## src/rtl/cma_pkg.sv

```systemverilog
// shared types and constants of the centered moving average block
`default_nettype none
package cma_pkg;

  localparam int XY_W   = 32;
  localparam int DATA_W = 32;
  localparam int APB_AW = 3;
  localparam int WIN_W  = 6;
  localparam int SEEN_W = 7;

  localparam logic [APB_AW-1:0] ADDR_WINDOW = 3'h0;
  localparam logic [WIN_W-1:0]  WIN_RESET   = 6'd3;
  localparam logic [SEEN_W-1:0] SEEN_MAX    = 7'd127;

  localparam logic STATUS_OK    = 1'b0;
  localparam logic STATUS_SHORT = 1'b1;

  typedef enum logic [2:0] {
    ST_IDLE,
    ST_CHECK,
    ST_SETUP,
    ST_ACC,
    ST_DIV,
    ST_OUT
  } cma_state_t;

endpackage
`default_nettype wire

```

## src/rtl/cma_if.sv

```systemverilog
// stream channels for input points and averaged results
`default_nettype none
interface cma_point_if;
  import cma_pkg::*;
  logic              valid;
  logic              ready;
  logic signed [XY_W-1:0] x_value;
  logic signed [XY_W-1:0] y_value;
  logic              last_point;
  modport source(output valid, x_value, y_value, last_point, input ready);
  modport sink(input valid, x_value, y_value, last_point, output ready);
endinterface

interface cma_result_if;
  import cma_pkg::*;
  logic              valid;
  logic              ready;
  logic signed [XY_W-1:0] x_out;
  logic signed [XY_W-1:0] mean_y;
  logic              last_result;
  logic              status;
  modport source(output valid, x_out, mean_y, last_result, status, input ready);
  modport sink(input valid, x_out, mean_y, last_result, status, output ready);
endinterface
`default_nettype wire

```

## src/rtl/centered_moving_average.sv

```systemverilog
// centered moving average filter: top level with history memories and sequencer
//
// Points arrive one per transfer and are held in two ring memories; the block
// is ready only while idle. After a point is taken, every result that is now
// complete is produced one after another: the y samples of its clipped window
// are summed through the memory read port at one sample a cycle, then the sum
// goes through a shared bit-serial divider that works through the sum one bit
// at a time. The clipped window length of a result is at most 2*radius+1; a
// point that completes no result only passes the check state before the block
// is ready again. A last point flushes all pending results. The window
// register sits at byte address 0 and must only be written while the block is
// idle. The memories need no clearing after reset, so points are taken
// straight away.
`default_nettype none
module centered_moving_average #(
  parameter int MAX_WINDOW   = 63,
  parameter int SAMPLE_WIDTH = 32
) (
  input  logic                          clk,
  input  logic                          rst,
  cma_point_if.sink                     points,
  cma_result_if.source                  results,
  input  logic                          psel,
  input  logic                          penable,
  input  logic                          pwrite,
  input  logic [cma_pkg::APB_AW-1:0]    paddr,
  input  logic [cma_pkg::DATA_W-1:0]    pwdata,
  output logic [cma_pkg::DATA_W-1:0]    prdata,
  output logic                          pready
);
  import cma_pkg::*;

  localparam int RAD_MAX = MAX_WINDOW / 2;
  localparam int RW      = $clog2(RAD_MAX + 1);
  localparam int PW      = $clog2(RAD_MAX + 2);
  localparam int CW      = $clog2(2 * RAD_MAX + 2);
  localparam int YA      = $clog2(2 * RAD_MAX + 1);
  localparam int YD      = 1 << YA;
  localparam int XA      = $clog2(RAD_MAX + 1);
  localparam int XD      = 1 << XA;
  localparam int SUM_W   = SAMPLE_WIDTH + CW;
  localparam int YEXT_W  = (SAMPLE_WIDTH > XY_W) ? SAMPLE_WIDTH : XY_W;
  localparam int OW      = (SAMPLE_WIDTH < XY_W) ? SAMPLE_WIDTH : XY_W;
  localparam int WC_W    = (WIN_W > $clog2(MAX_WINDOW + 1)) ? WIN_W : $clog2(MAX_WINDOW + 1);

  cma_state_t state;
  cma_state_t state_next;

  logic [WIN_W-1:0] window;
  logic [WC_W-1:0]  win_clamped;
  logic [RW-1:0]    radius;

  // history rings
  logic [SAMPLE_WIDTH-1:0] y_mem [YD];
  logic [XY_W-1:0]         x_mem [XD];
  logic [SAMPLE_WIDTH-1:0] y_rd;
  logic [XY_W-1:0]         x_rd;
  logic [YEXT_W-1:0]       y_wide;

  logic [YA-1:0]     wp;
  logic [SEEN_W-1:0] seen;
  logic [PW-1:0]     pending;
  logic              last_flag;
  logic [XY_W-1:0]   x_in;

  logic [YA-1:0]    rd_addr;
  logic [XA-1:0]    x_addr;
  logic [CW-1:0]    issue_left;
  logic             rd_pend;
  logic [CW-1:0]    count;
  logic signed [SUM_W-1:0] sum;
  logic             res_last;

  logic [PW-1:0]     back;
  logic [SEEN_W-1:0] left_raw;
  logic [RW-1:0]     left;
  logic [PW-1:0]     right;
  logic [CW-1:0]     count_next;
  logic [YA-1:0]     kpos;

  logic                    single;
  logic                    more;
  logic                    div_start;
  logic                    div_done;
  logic signed [SUM_W-1:0] quot;

  // configuration port
  assign pready = 1'b1;
  assign prdata = (paddr == ADDR_WINDOW) ? DATA_W'(window) : '0;

  always_ff @(posedge clk) begin
    if (rst) begin
      window <= WIN_RESET;
    end else if (psel && penable && pwrite && (paddr == ADDR_WINDOW)) begin
      window <= pwdata[WIN_W-1:0];
    end
  end

  always_comb begin
    win_clamped = WC_W'(window);
    if (win_clamped < WC_W'(2)) begin
      win_clamped = WC_W'(2);
    end else if (win_clamped > WC_W'(MAX_WINDOW)) begin
      win_clamped = WC_W'(MAX_WINDOW);
    end
    radius = RW'(win_clamped >> 1);
  end

  // window geometry of the next result
  always_comb begin
    back       = pending - 1'b1;
    kpos       = wp - 1'b1 - YA'(back);
    left_raw   = seen - 1'b1 - SEEN_W'(back);
    left       = (left_raw > SEEN_W'(radius)) ? radius : RW'(left_raw);
    right      = (back > PW'(radius)) ? PW'(radius) : back;
    count_next = CW'(left) + CW'(right) + 1'b1;
  end

  assign single = last_flag && (seen == SEEN_W'(1));
  assign more   = (pending != '0) && (last_flag || (pending > PW'(radius)));
  assign y_wide = YEXT_W'($unsigned(points.y_value));

  // sequencer
  always_ff @(posedge clk) begin
    if (rst) begin
      state <= ST_IDLE;
    end else begin
      state <= state_next;
    end
  end

  always_comb begin
    state_next    = state;
    points.ready  = 1'b0;
    results.valid = 1'b0;
    div_start     = 1'b0;
    unique case (state)
      ST_IDLE: begin
        points.ready = 1'b1;
        if (points.valid) begin
          state_next = ST_CHECK;
        end
      end
      ST_CHECK: begin
        if (single) begin
          state_next = ST_OUT;
        end else if (more) begin
          state_next = ST_SETUP;
        end else begin
          state_next = ST_IDLE;
        end
      end
      ST_SETUP: state_next = ST_ACC;
      ST_ACC: begin
        if (issue_left == '0 && !rd_pend) begin
          div_start  = 1'b1;
          state_next = ST_DIV;
        end
      end
      ST_DIV: begin
        if (div_done) begin
          state_next = ST_OUT;
        end
      end
      ST_OUT: begin
        results.valid = 1'b1;
        if (results.ready) begin
          state_next = (!single && more) ? ST_SETUP : ST_IDLE;
        end
      end
      default: state_next = ST_IDLE;
    endcase
  end

  // series control
  always_ff @(posedge clk) begin
    if (rst) begin
      wp         <= '0;
      seen       <= '0;
      pending    <= '0;
      issue_left <= '0;
      rd_pend    <= 1'b0;
    end else begin
      case (state)
        ST_IDLE: begin
          if (points.valid) begin
            wp      <= wp + 1'b1;
            seen    <= (seen == SEEN_MAX) ? seen : seen + 1'b1;
            pending <= pending + 1'b1;
          end
        end
        ST_SETUP: begin
          pending    <= back;
          issue_left <= count_next;
          rd_pend    <= 1'b0;
        end
        ST_ACC: begin
          if (issue_left != '0) begin
            issue_left <= issue_left - 1'b1;
          end
          rd_pend <= issue_left != '0;
        end
        ST_OUT: begin
          if (results.ready && last_flag && (single || pending == '0)) begin
            wp      <= '0;
            seen    <= '0;
            pending <= '0;
          end
        end
        default: ;
      endcase
    end
  end

  // datapath
  always_ff @(posedge clk) begin
    case (state)
      ST_IDLE: begin
        if (points.valid) begin
          last_flag <= points.last_point;
          x_in      <= points.x_value;
        end
      end
      ST_SETUP: begin
        x_addr   <= kpos[XA-1:0];
        rd_addr  <= kpos - YA'(left);
        count    <= count_next;
        sum      <= '0;
        res_last <= last_flag && (back == '0);
      end
      ST_ACC: begin
        if (issue_left != '0) begin
          rd_addr <= rd_addr + 1'b1;
        end
        if (rd_pend) begin
          sum <= sum + SUM_W'($signed(y_rd));
        end
      end
      default: ;
    endcase
  end

  always_ff @(posedge clk) begin
    if (state == ST_IDLE && points.valid) begin
      y_mem[wp]          <= y_wide[SAMPLE_WIDTH-1:0];
      x_mem[wp[XA-1:0]]  <= points.x_value;
    end
    y_rd <= y_mem[rd_addr];
    x_rd <= x_mem[x_addr];
  end

  cma_div #(
    .DVD_W(SUM_W),
    .DVS_W(CW)
  ) u_div (
    .clk      (clk),
    .rst      (rst),
    .start    (div_start),
    .dividend (sum),
    .divisor  (count),
    .done     (div_done),
    .quotient (quot)
  );

  assign results.x_out       = single ? x_in : x_rd;
  assign results.mean_y      = single ? '0 : XY_W'(quot[OW-1:0]);
  assign results.last_result = single ? 1'b1 : res_last;
  assign results.status      = single ? STATUS_SHORT : STATUS_OK;

endmodule
`default_nettype wire

```

## src/rtl/cma_div.sv

```systemverilog
// iterative signed divider, one quotient bit per cycle, truncating toward zero
`default_nettype none
module cma_div #(
  parameter int DVD_W = 38,
  parameter int DVS_W = 6
) (
  input  logic                    clk,
  input  logic                    rst,
  input  logic                    start,
  input  logic signed [DVD_W-1:0] dividend,
  input  logic        [DVS_W-1:0] divisor,
  output logic                    done,
  output logic signed [DVD_W-1:0] quotient
);

  localparam int STEP_W = $clog2(DVD_W + 1);

  logic [DVD_W-1:0]  mag;
  logic [DVD_W-1:0]  mag_next;
  logic [DVS_W-1:0]  rem;
  logic [DVS_W-1:0]  rem_next;
  logic [DVS_W-1:0]  dvs;
  logic              neg;
  logic              busy;
  logic [STEP_W-1:0] steps;
  logic [DVS_W:0]    trial;
  logic              fits;

  always_comb begin
    trial    = {rem, mag[DVD_W-1]};
    fits     = trial >= {1'b0, dvs};
    rem_next = fits ? DVS_W'(trial - {1'b0, dvs}) : DVS_W'(trial);
    mag_next = {mag[DVD_W-2:0], fits};
  end

  always_ff @(posedge clk) begin
    if (rst) begin
      busy  <= 1'b0;
      done  <= 1'b0;
      steps <= '0;
    end else begin
      done <= 1'b0;
      if (start) begin
        busy  <= 1'b1;
        steps <= STEP_W'(DVD_W);
      end else if (busy) begin
        steps <= steps - 1'b1;
        if (steps == STEP_W'(1)) begin
          busy <= 1'b0;
          done <= 1'b1;
        end
      end
    end
  end

  always_ff @(posedge clk) begin
    if (start) begin
      mag <= dividend[DVD_W-1] ? DVD_W'(-dividend) : DVD_W'(dividend);
      neg <= dividend[DVD_W-1];
      rem <= '0;
      dvs <= divisor;
    end else if (busy) begin
      mag <= mag_next;
      rem <= rem_next;
    end
  end

  assign quotient = neg ? -$signed(mag) : $signed(mag);

endmodule
`default_nettype wire
```

## src/flat_wrapper.sv

```systemverilog
// flat-port wrapper written by rule: the top's interface ports become plain ports
module centered_moving_average_flat import cma_pkg::*;
#(
  parameter int MAX_WINDOW   = 63,
  parameter int SAMPLE_WIDTH = 32
)
  (clk, rst, psel, penable, pwrite, paddr, pwdata, prdata, pready, points_valid, points_x_value, points_y_value, points_last_point, points_ready, results_valid, results_x_out, results_mean_y, results_last_result, results_status, results_ready);
  cma_point_if points_i ();
  cma_result_if results_i ();
  input  logic clk;
  input  logic rst;
  input  logic psel;
  input  logic penable;
  input  logic pwrite;
  input  logic [cma_pkg::APB_AW-1:0] paddr;
  input  logic [cma_pkg::DATA_W-1:0] pwdata;
  output logic [cma_pkg::DATA_W-1:0] prdata;
  output logic pready;
  input wire logic [$bits(points_i.valid)-1:0] points_valid;
  input wire logic [$bits(points_i.x_value)-1:0] points_x_value;
  input wire logic [$bits(points_i.y_value)-1:0] points_y_value;
  input wire logic [$bits(points_i.last_point)-1:0] points_last_point;
  output wire logic [$bits(points_i.ready)-1:0] points_ready;
  output wire logic [$bits(results_i.valid)-1:0] results_valid;
  output wire logic [$bits(results_i.x_out)-1:0] results_x_out;
  output wire logic [$bits(results_i.mean_y)-1:0] results_mean_y;
  output wire logic [$bits(results_i.last_result)-1:0] results_last_result;
  output wire logic [$bits(results_i.status)-1:0] results_status;
  input wire logic [$bits(results_i.ready)-1:0] results_ready;
  assign points_i.valid = points_valid;
  assign points_i.x_value = points_x_value;
  assign points_i.y_value = points_y_value;
  assign points_i.last_point = points_last_point;
  assign points_ready = points_i.ready;
  assign results_valid = results_i.valid;
  assign results_x_out = results_i.x_out;
  assign results_mean_y = results_i.mean_y;
  assign results_last_result = results_i.last_result;
  assign results_status = results_i.status;
  assign results_i.ready = results_ready;
  centered_moving_average #(.MAX_WINDOW(MAX_WINDOW), .SAMPLE_WIDTH(SAMPLE_WIDTH)) u_core (.clk(clk), .rst(rst), .points(points_i), .results(results_i), .psel(psel), .penable(penable), .pwrite(pwrite), .paddr(paddr), .pwdata(pwdata), .prdata(prdata), .pready(pready));
endmodule
```

## config.mk

```make
export PLATFORM = sky130hd
export DESIGN_NAME = centered_moving_average_flat
export DESIGN_NICKNAME = d
export VERILOG_FILES = /design/src/rtl/cma_pkg.sv /design/src/rtl/cma_if.sv /design/src/rtl/centered_moving_average.sv /design/src/rtl/cma_div.sv /design/src/flat_wrapper.sv
export SDC_FILE = /design/constraint.sdc
export NUM_CORES = 2
export LEC_CHECK = 0
export BUFFER_PORTS_ARGS = -buffer_cell sky130_fd_sc_hd__buf_2
export CAP_MARGIN = 20
export CORE_ASPECT_RATIO = 0.9
export CORE_MARGIN = 2
export CORE_UTILIZATION = 56
export CTS_CLUSTER_SIZE = 8
export DETAILED_ROUTE_END_ITERATION = 12
export GPL_ROUTABILITY_DRIVEN = 0
export MAX_ROUTING_LAYER = met4
export PLACE_DENSITY = 0.75
export SKIP_CTS_REPAIR_TIMING = 1
export SLEW_MARGIN = 20
export SYNTH_ARGS = -nofsm -noshare
export SYNTH_HDL_FRONTEND = slang
export SYNTH_SLANG_ARGS = --single-unit
export TNS_END_PERCENT = 20
```

## constraint.sdc

```tcl
create_clock -name clk -period 4.7 [get_ports clk]
set_input_delay 0.47 -clock clk [delete_from_list [all_inputs] [get_ports clk]]
set_output_delay 0.47 -clock clk [all_outputs]
set_load 0.02 [all_outputs]
```

Word-level counts from Yosys, hierarchy flattened
Memories as Yosys holds them, arrays and structs flattened. A register that Yosys moved wholly into a read port is not among the register bits. Index checks and enable logic that the tools add are counted.

Register bits: 183. Bits in writable memories: 3072. Output and inout port bits: 101. Logic and storage cells: 150. Memories: 2.

Add/sub/neg operators: 18. $lt $le $gt $ge: 6. Equality and inequality tests: 16. Multiplexer cells: 50. Bitwise gates (word level): 1. Reductions and logical operators: 35.

Memories: u_core.y_mem (depth 64, width 32, read ports 1, clocked after memory_dff 1, write ports 1, RTL line centered_moving_average.sv:54) `logic [SAMPLE_WIDTH-1:0] y_mem [YD];`; u_core.x_mem (depth 32, width 32, read ports 1, clocked after memory_dff 1, write ports 1, RTL line centered_moving_average.sv:55) `logic [XY_W-1:0] x_mem [XD];`.

Operator list (count): $mux W38 (4); $mux W32 (3); $pmux W38 S2 (1); $mux W6 (12); $add A38 B32 Y38 (1); $neg A38 Y38 (1); $pmux W6 S2 (3); $neg A32 Y32 (1); $add A6 B1 Y6 const B (4); $sub A6 B1 Y6 const B (4); $mux W7 (3); $logic_not A6 Y1 (3); $pmux W3 S6 (1); $pmux W6 S3 (1); $mux W3 (5); $pmux W7 S2 (1); $gt A6 B5 Y1 (2); $mux W1 (12); $reduce_bool A6 Y1 (2); $sub A6 B6 Y6 (2); $logic_and A1 B1 Y1 (11); $ne A2 B1 Y1 const B (4); $ne A2 B2 Y1 const B (4); $reduce_and A4 Y1 (2); 28 further kinds (39).

Depth between registers and ports, before layout
Depth in word-level cells: 10. Gate-level depth with buffers: 24. Gate-level depth less buffers: 23.

Modules after synthesis
A second synthesis with hierarchy kept.

Cell total of the unflattened synthesis: 6055. Area total of the unflattened synthesis: 131213.3 um2.

By module, submodules not included: centered_moving_average (instances 1, cells an instance 5596, area an instance 126988.0 um2, sequential area each 96902.9 um2); cma_div (instances 1, cells an instance 459, area an instance 4225.3 um2, sequential area each 1631.6 um2).

Worst setup path before layout
No wires, ideal clock.

Kind: register to register. From: register u_core.pending[0]. To: register u_core.rd_addr[5], data pin. Setup time: 0.278 ns. Arrival time: 4.548 ns. Required time: 4.422 ns. Slack: -0.126 ns. Cell stages (with the launch flop): 25. Path buffers: 1. Cells stage by stage: dfxtp_1 > buf_6 > inv_1 > ha_1 > xor2_1 > inv_1 > ha_1 > a21o_1 > a31oi_1 > nor2_1 > xnor2_1 > ha_1 > mux2i_1 > a21o_1 > o21a_4 > nand2_1 > nor2_1 > a21oi_1 > inv_1 > ha_1 > o2111ai_1 > nand4_1 > maj3_2 > a2111oi_0 > a221oi_1.

Cells in the longest elaborated chain, start to end: 6.

RTL lines: start: declaration (RTL line centered_moving_average.sv:62) `logic [PW-1:0] pending;`; start signal: assignment (RTL line centered_moving_average.sv:189) `pending <= pending + 1'b1;`; start signal: assignment (RTL line centered_moving_average.sv:193) `pending <= back;`; $sub A6 B1 Y6 (*) (RTL line centered_moving_average.sv:111) `back = pending - 1'b1;`; $sub A7 B6 Y7 (RTL line centered_moving_average.sv:113) `left_raw = seen - 1'b1 - SEEN_W'(back);`; $gt A7 B5 Y1 (RTL line centered_moving_average.sv:114) `left = (left_raw > SEEN_W'(radius)) ? radius : RW'(left_raw);`; $mux W5 (RTL line centered_moving_average.sv:114); $sub A6 B5 Y6 (*) (RTL line centered_moving_average.sv:226) `rd_addr <= kpos - YA'(left);`; $pmux W6 S2 (*) (RTL line centered_moving_average.sv:217) `case (state)`; end signal: assignment (RTL line centered_moving_average.sv:226); end signal: assignment (RTL line centered_moving_average.sv:233) `rd_addr <= rd_addr + 1'b1;`; end: declaration (RTL line centered_moving_average.sv:66) `logic [YA-1:0] rd_addr;`.

Every way passes the cells marked *; elsewhere a longest branch is shown, timed or not. A chain may end at the register's enable or synchronous reset.

Worst setup path in the final report
Same ends and word-level chain as after synthesis.

==> flow_metrics.env <==
export IMPL_start_kind="flip-flop"
export IMPL_hp_start="points_x_value[0]"
export IMPL_cp_common_cell="a21o_1"
export IMPL_crit_path_end_kind="flip-flop"
export IMPL_rsz0062_at_grt="false"
export IMPL_fin_crit_sh=0.953
export IMPL_clk_latency_ns=1.00
export IMPL_hold_viol=3
export IMPL_clkTransAtPathRegs_ns=0.06
export IMPL_crit_arrival_ns=5.24
export IMPL_rr_worst_depth=21
export IMPL_syn_to_final_growth_pct=15.2
export IMPL_grt_pass1_wl_mm=487
export IMPL_holdWs_ns=-0.00376
export IMPL_violations="negative hold slack"
export IMPL_vdd_drop_max_mv=0.377
export IMPL_worstSetupPathType="flip-flop to flip-flop"
export IMPL_slew_violations=0
export IMPL_period_needed_ns=4.48
export IMPL_synth_area_leaders="edfxtp_1 (74%), mux4_2 (17%), dfxtp_1 (1.7%)"
export IMPL_p_sw_frac=0.221
export IMPL_grt_max_degree=116
export IMPL_wl_per_cell_microns=34.6
export IMPL_start_util=0.562
export IMPL_power_frac_seq=0.488
export IMPL_final_cell_mix="edfxtp_1 (3206), mux4_2 (992), clkbuf_16 (471)"
export IMPL_dr_total_vias=67300
export IMPL_track_usage=0.299
export IMPL_synth_top_area_cell="edfxtp_1"
export IMPL_port_buffers=154
export IMPL_p_int_w=0.0529
export IMPL_dp_cells=9175
export IMPL_dp_hpwl_mm=172
export IMPL_hp_class="input pin to flip-flop"
export IMPL_tightest_slew_ns=1.06
export IMPL_synth_seq_cells=3319
export IMPL_hold_path_cell_count=1
export IMPL_synth_warnings=0
export IMPL_net_switching_power_w=0.0150
export IMPL_drt_iter0_markers=9647
export IMPL_synth_avg_cell_area_sq_um=21.8
export IMPL_run_status="complete, but fails checks"
export IMPL_grt_antenna_before_repair=31
export IMPL_synth_edf_count=3206
export IMPL_die_area_sq_um=237000
export IMPL_fmax_mhz=223
export IMPL_antenna_left=0
export IMPL_clockBufferDepth=4
export IMPL_grt_overflow=0
export IMPL_setup_viol=0
export IMPL_max_cap_viol_count=0
export IMPL_skew_ns=0.103
export IMPL_r2r_end="u_core.rd_addr[5]"
export IMPL_worstReg2RegStart="u_core.pending[0]"
export IMPL_ys_seq_area_frac=0.754
export IMPL_fin_cells=9948
export IMPL_grt_pass1_vias=67400
export IMPL_synth_distinct_cells=82
export IMPL_cp_required_ns=5.46
export IMPL_synth_area_sq_um=131000
export IMPL_relSlewSlack=0.294
export IMPL_clkPwrFrac=0.443
export IMPL_dr_pass1_iters=5
export IMPL_avgViaCountPerCell=6.76
export IMPL_leakage_nw=48.4
export IMPL_chipHeight_microns=462
export IMPL_total_power_w=0.0679
export IMPL_core_rowCount=168
export IMPL_slowest_stage="maj3_2"
export IMPL_cts_tree="built"
export IMPL_drive_above_1_share=0.301
export IMPL_p_per_area_nw_per_um2=451
export IMPL_htreeDepth=5
export IMPL_cts_root_buf="clkbuf_16"
export IMPL_netlist_instances=6007
export IMPL_nNetsFinal=6798
export IMPL_cpPeakStageDelay_ns=0.39
export IMPL_synth_top_area_share=0.737
export IMPL_r2r_setup_slack_ns=0.22
export IMPL_hold_path_end="u_core.x_mem[22][0]"
export IMPL_coreArea_sq_um=232000
export IMPL_ys_flop_type="edfxtp_1"
export IMPL_cp_cell_sequence="inv_2, ha_4, buf_4, ha_1, a21o_1, a21o_1, xnor2_1, ha_1, nand4_1, mux2i_1, a21o_1, o21a_4, nand2_2, mux2_2, ha_2, nor2_1, o2111ai_1, nand4_1, maj3_2, a21o_1, a221oi_2"
export IMPL_drc=0
export IMPL_wl_mm=345
export IMPL_pin_count=208
export IMPL_clock_sinks=3319
export IMPL_worst_path_max_fanout=6
export IMPL_cts_inserted_buffers=465
export IMPL_synthArstFlopShare=0
export IMPL_final_common_cell="edfxtp_1"
export IMPL_fp_dieW_microns=513
export IMPL_pwr_share_comb=0.069
==> Yosys cell counts, types with 16 or more instances <==
cell type and n:
edfxtp_1 3206, mux4_2 992, nor2_1 246, nand2_1 225
clkbuf_1 200, dfxtp_1 113, o21ai_0 98, buf_1 95
xor2_1 87, ha_1 86, a21oi_1 82, inv_1 70
xnor2_1 45, a21o_1 39, mux2_2 34, nor3_1 34
buf_4 27, or3_1 24, nand3_1 20, o31ai_1 20
nand2b_1 19, mux2i_1 17, nand4_1 16, or4_1 16
==> per-stage QoR <==
step	cell area, sq um	setup TNS, ns	worst slack, ns	utilization	hold WS (ns)
after floorplan	131000	0	0.0143	-	0.400
after global placement	137000	0	0.0452	0.591	0.409
after detailed placement	137000	-0.159	-0.159	0.591	0.416
after CTS	150000	-0.188	-0.188	0.646	-0.365
after global routing	151000	0	0.00707	0.648	0.000835
final	151000	0	0.221	0.648	-0.00376
==> worst max-delay path by stage <==
| stage | slack [ns] | from | endpoint |
|---|---|---|---|
| final | 0.22 | u_core.pending[0] | u_core.rd_addr[5] |
| after CTS | -0.19 | u_core.pending[0] | u_core.rd_addr[5] |
| after global routing | 0.007 | u_core.pending[0] | u_core.rd_addr[5] |
| after detailed placement | -0.16 | u_core.pending[0] | u_core.rd_addr[5] |
| after floorplan | 0.01 | u_core.pending[0] | u_core.rd_addr[5] |
| after global placement | 0.05 | u_core.pending[0] | u_core.rd_addr[5] |
==> critical path, delay by kind of cell (launching register included) <==
family	cells	cell delay [ns]
adder cells (fa/ha/maj)	5	1.42
AO/OA/AOI/OAI	7	1.32
multiplexers	2	0.41
AND/OR/NAND/NOR	4	0.40
flip-flops	1	0.36
buffers and inverters	2	0.23
XOR/XNOR	1	0.15
==> logic make-up (layout without fill, tap and decap cells) <==
| group | Yosys count | after routing | share of synthesized area |
|---|---|---|---|
| flops | 3319 | 3319 | 0.754 |
| other cells | 2 | 52 | 0.0000575 |
| xor+xnor | 133 | 133 | 0.00902 |
| mux | 1043 | 1043 | 0.175 |
| simple gates | 674 | 674 | 0.0232 |
| buf+inv | 397 | 1227 | 0.0123 |
| fa+ha+maj | 95 | 95 | 0.00925 |
| compound gates | 344 | 345 | 0.0170 |
==> sequential cells by signal, summed over array words and instances, names as in the netlist, 7 cells and up <==
signal	count
u_core.y_mem	2048
u_core.x_mem	1024
u_core.sum	38
u_core.u_div.mag	38
u_core.x_in	32
u_core.x_rd	32
u_core.y_rd	32
u_core.seen	7
==> layer usage <==
layer | global-route usage | share of wire | wire length, microns
met1 | 0.399 | 0.37 | 126000
met2 | 0.452 | 0.48 | 165000
met3 | 0.0791 | 0.12 | 41800
met4 | 0.106 | 0.034 | 11600
met5 | - | 0 | 0
==> layout make-up <==
class / instances / area, sq um
flip-flops and latches: 3319 / 98500
diodes: 25 / 62.6
well taps: 3060 / 3830
multi-input cells: 2317 / 31500
clock buffers: 716 / 12700
fillers: 14200 / 81900
clock inverters: 13 / 166
inverters: 71 / 267
repair buffers: 427 / 3530
==> power by group through the flow <==
stage | clock network (W) | registers [W] | logic (W)
after floorplan | 0 | 0.0336 | 0.00273
after global placement | 0 | 0.0336 | 0.00436
after detailed placement | 0 | 0.0337 | 0.00447
after CTS | 0.0303 | 0.0331 | 0.00454
after global routing | 0.0315 | 0.0331 | 0.00498
final | 0.0301 | 0.0331 | 0.00469
(Power assumes the default switching activity.)
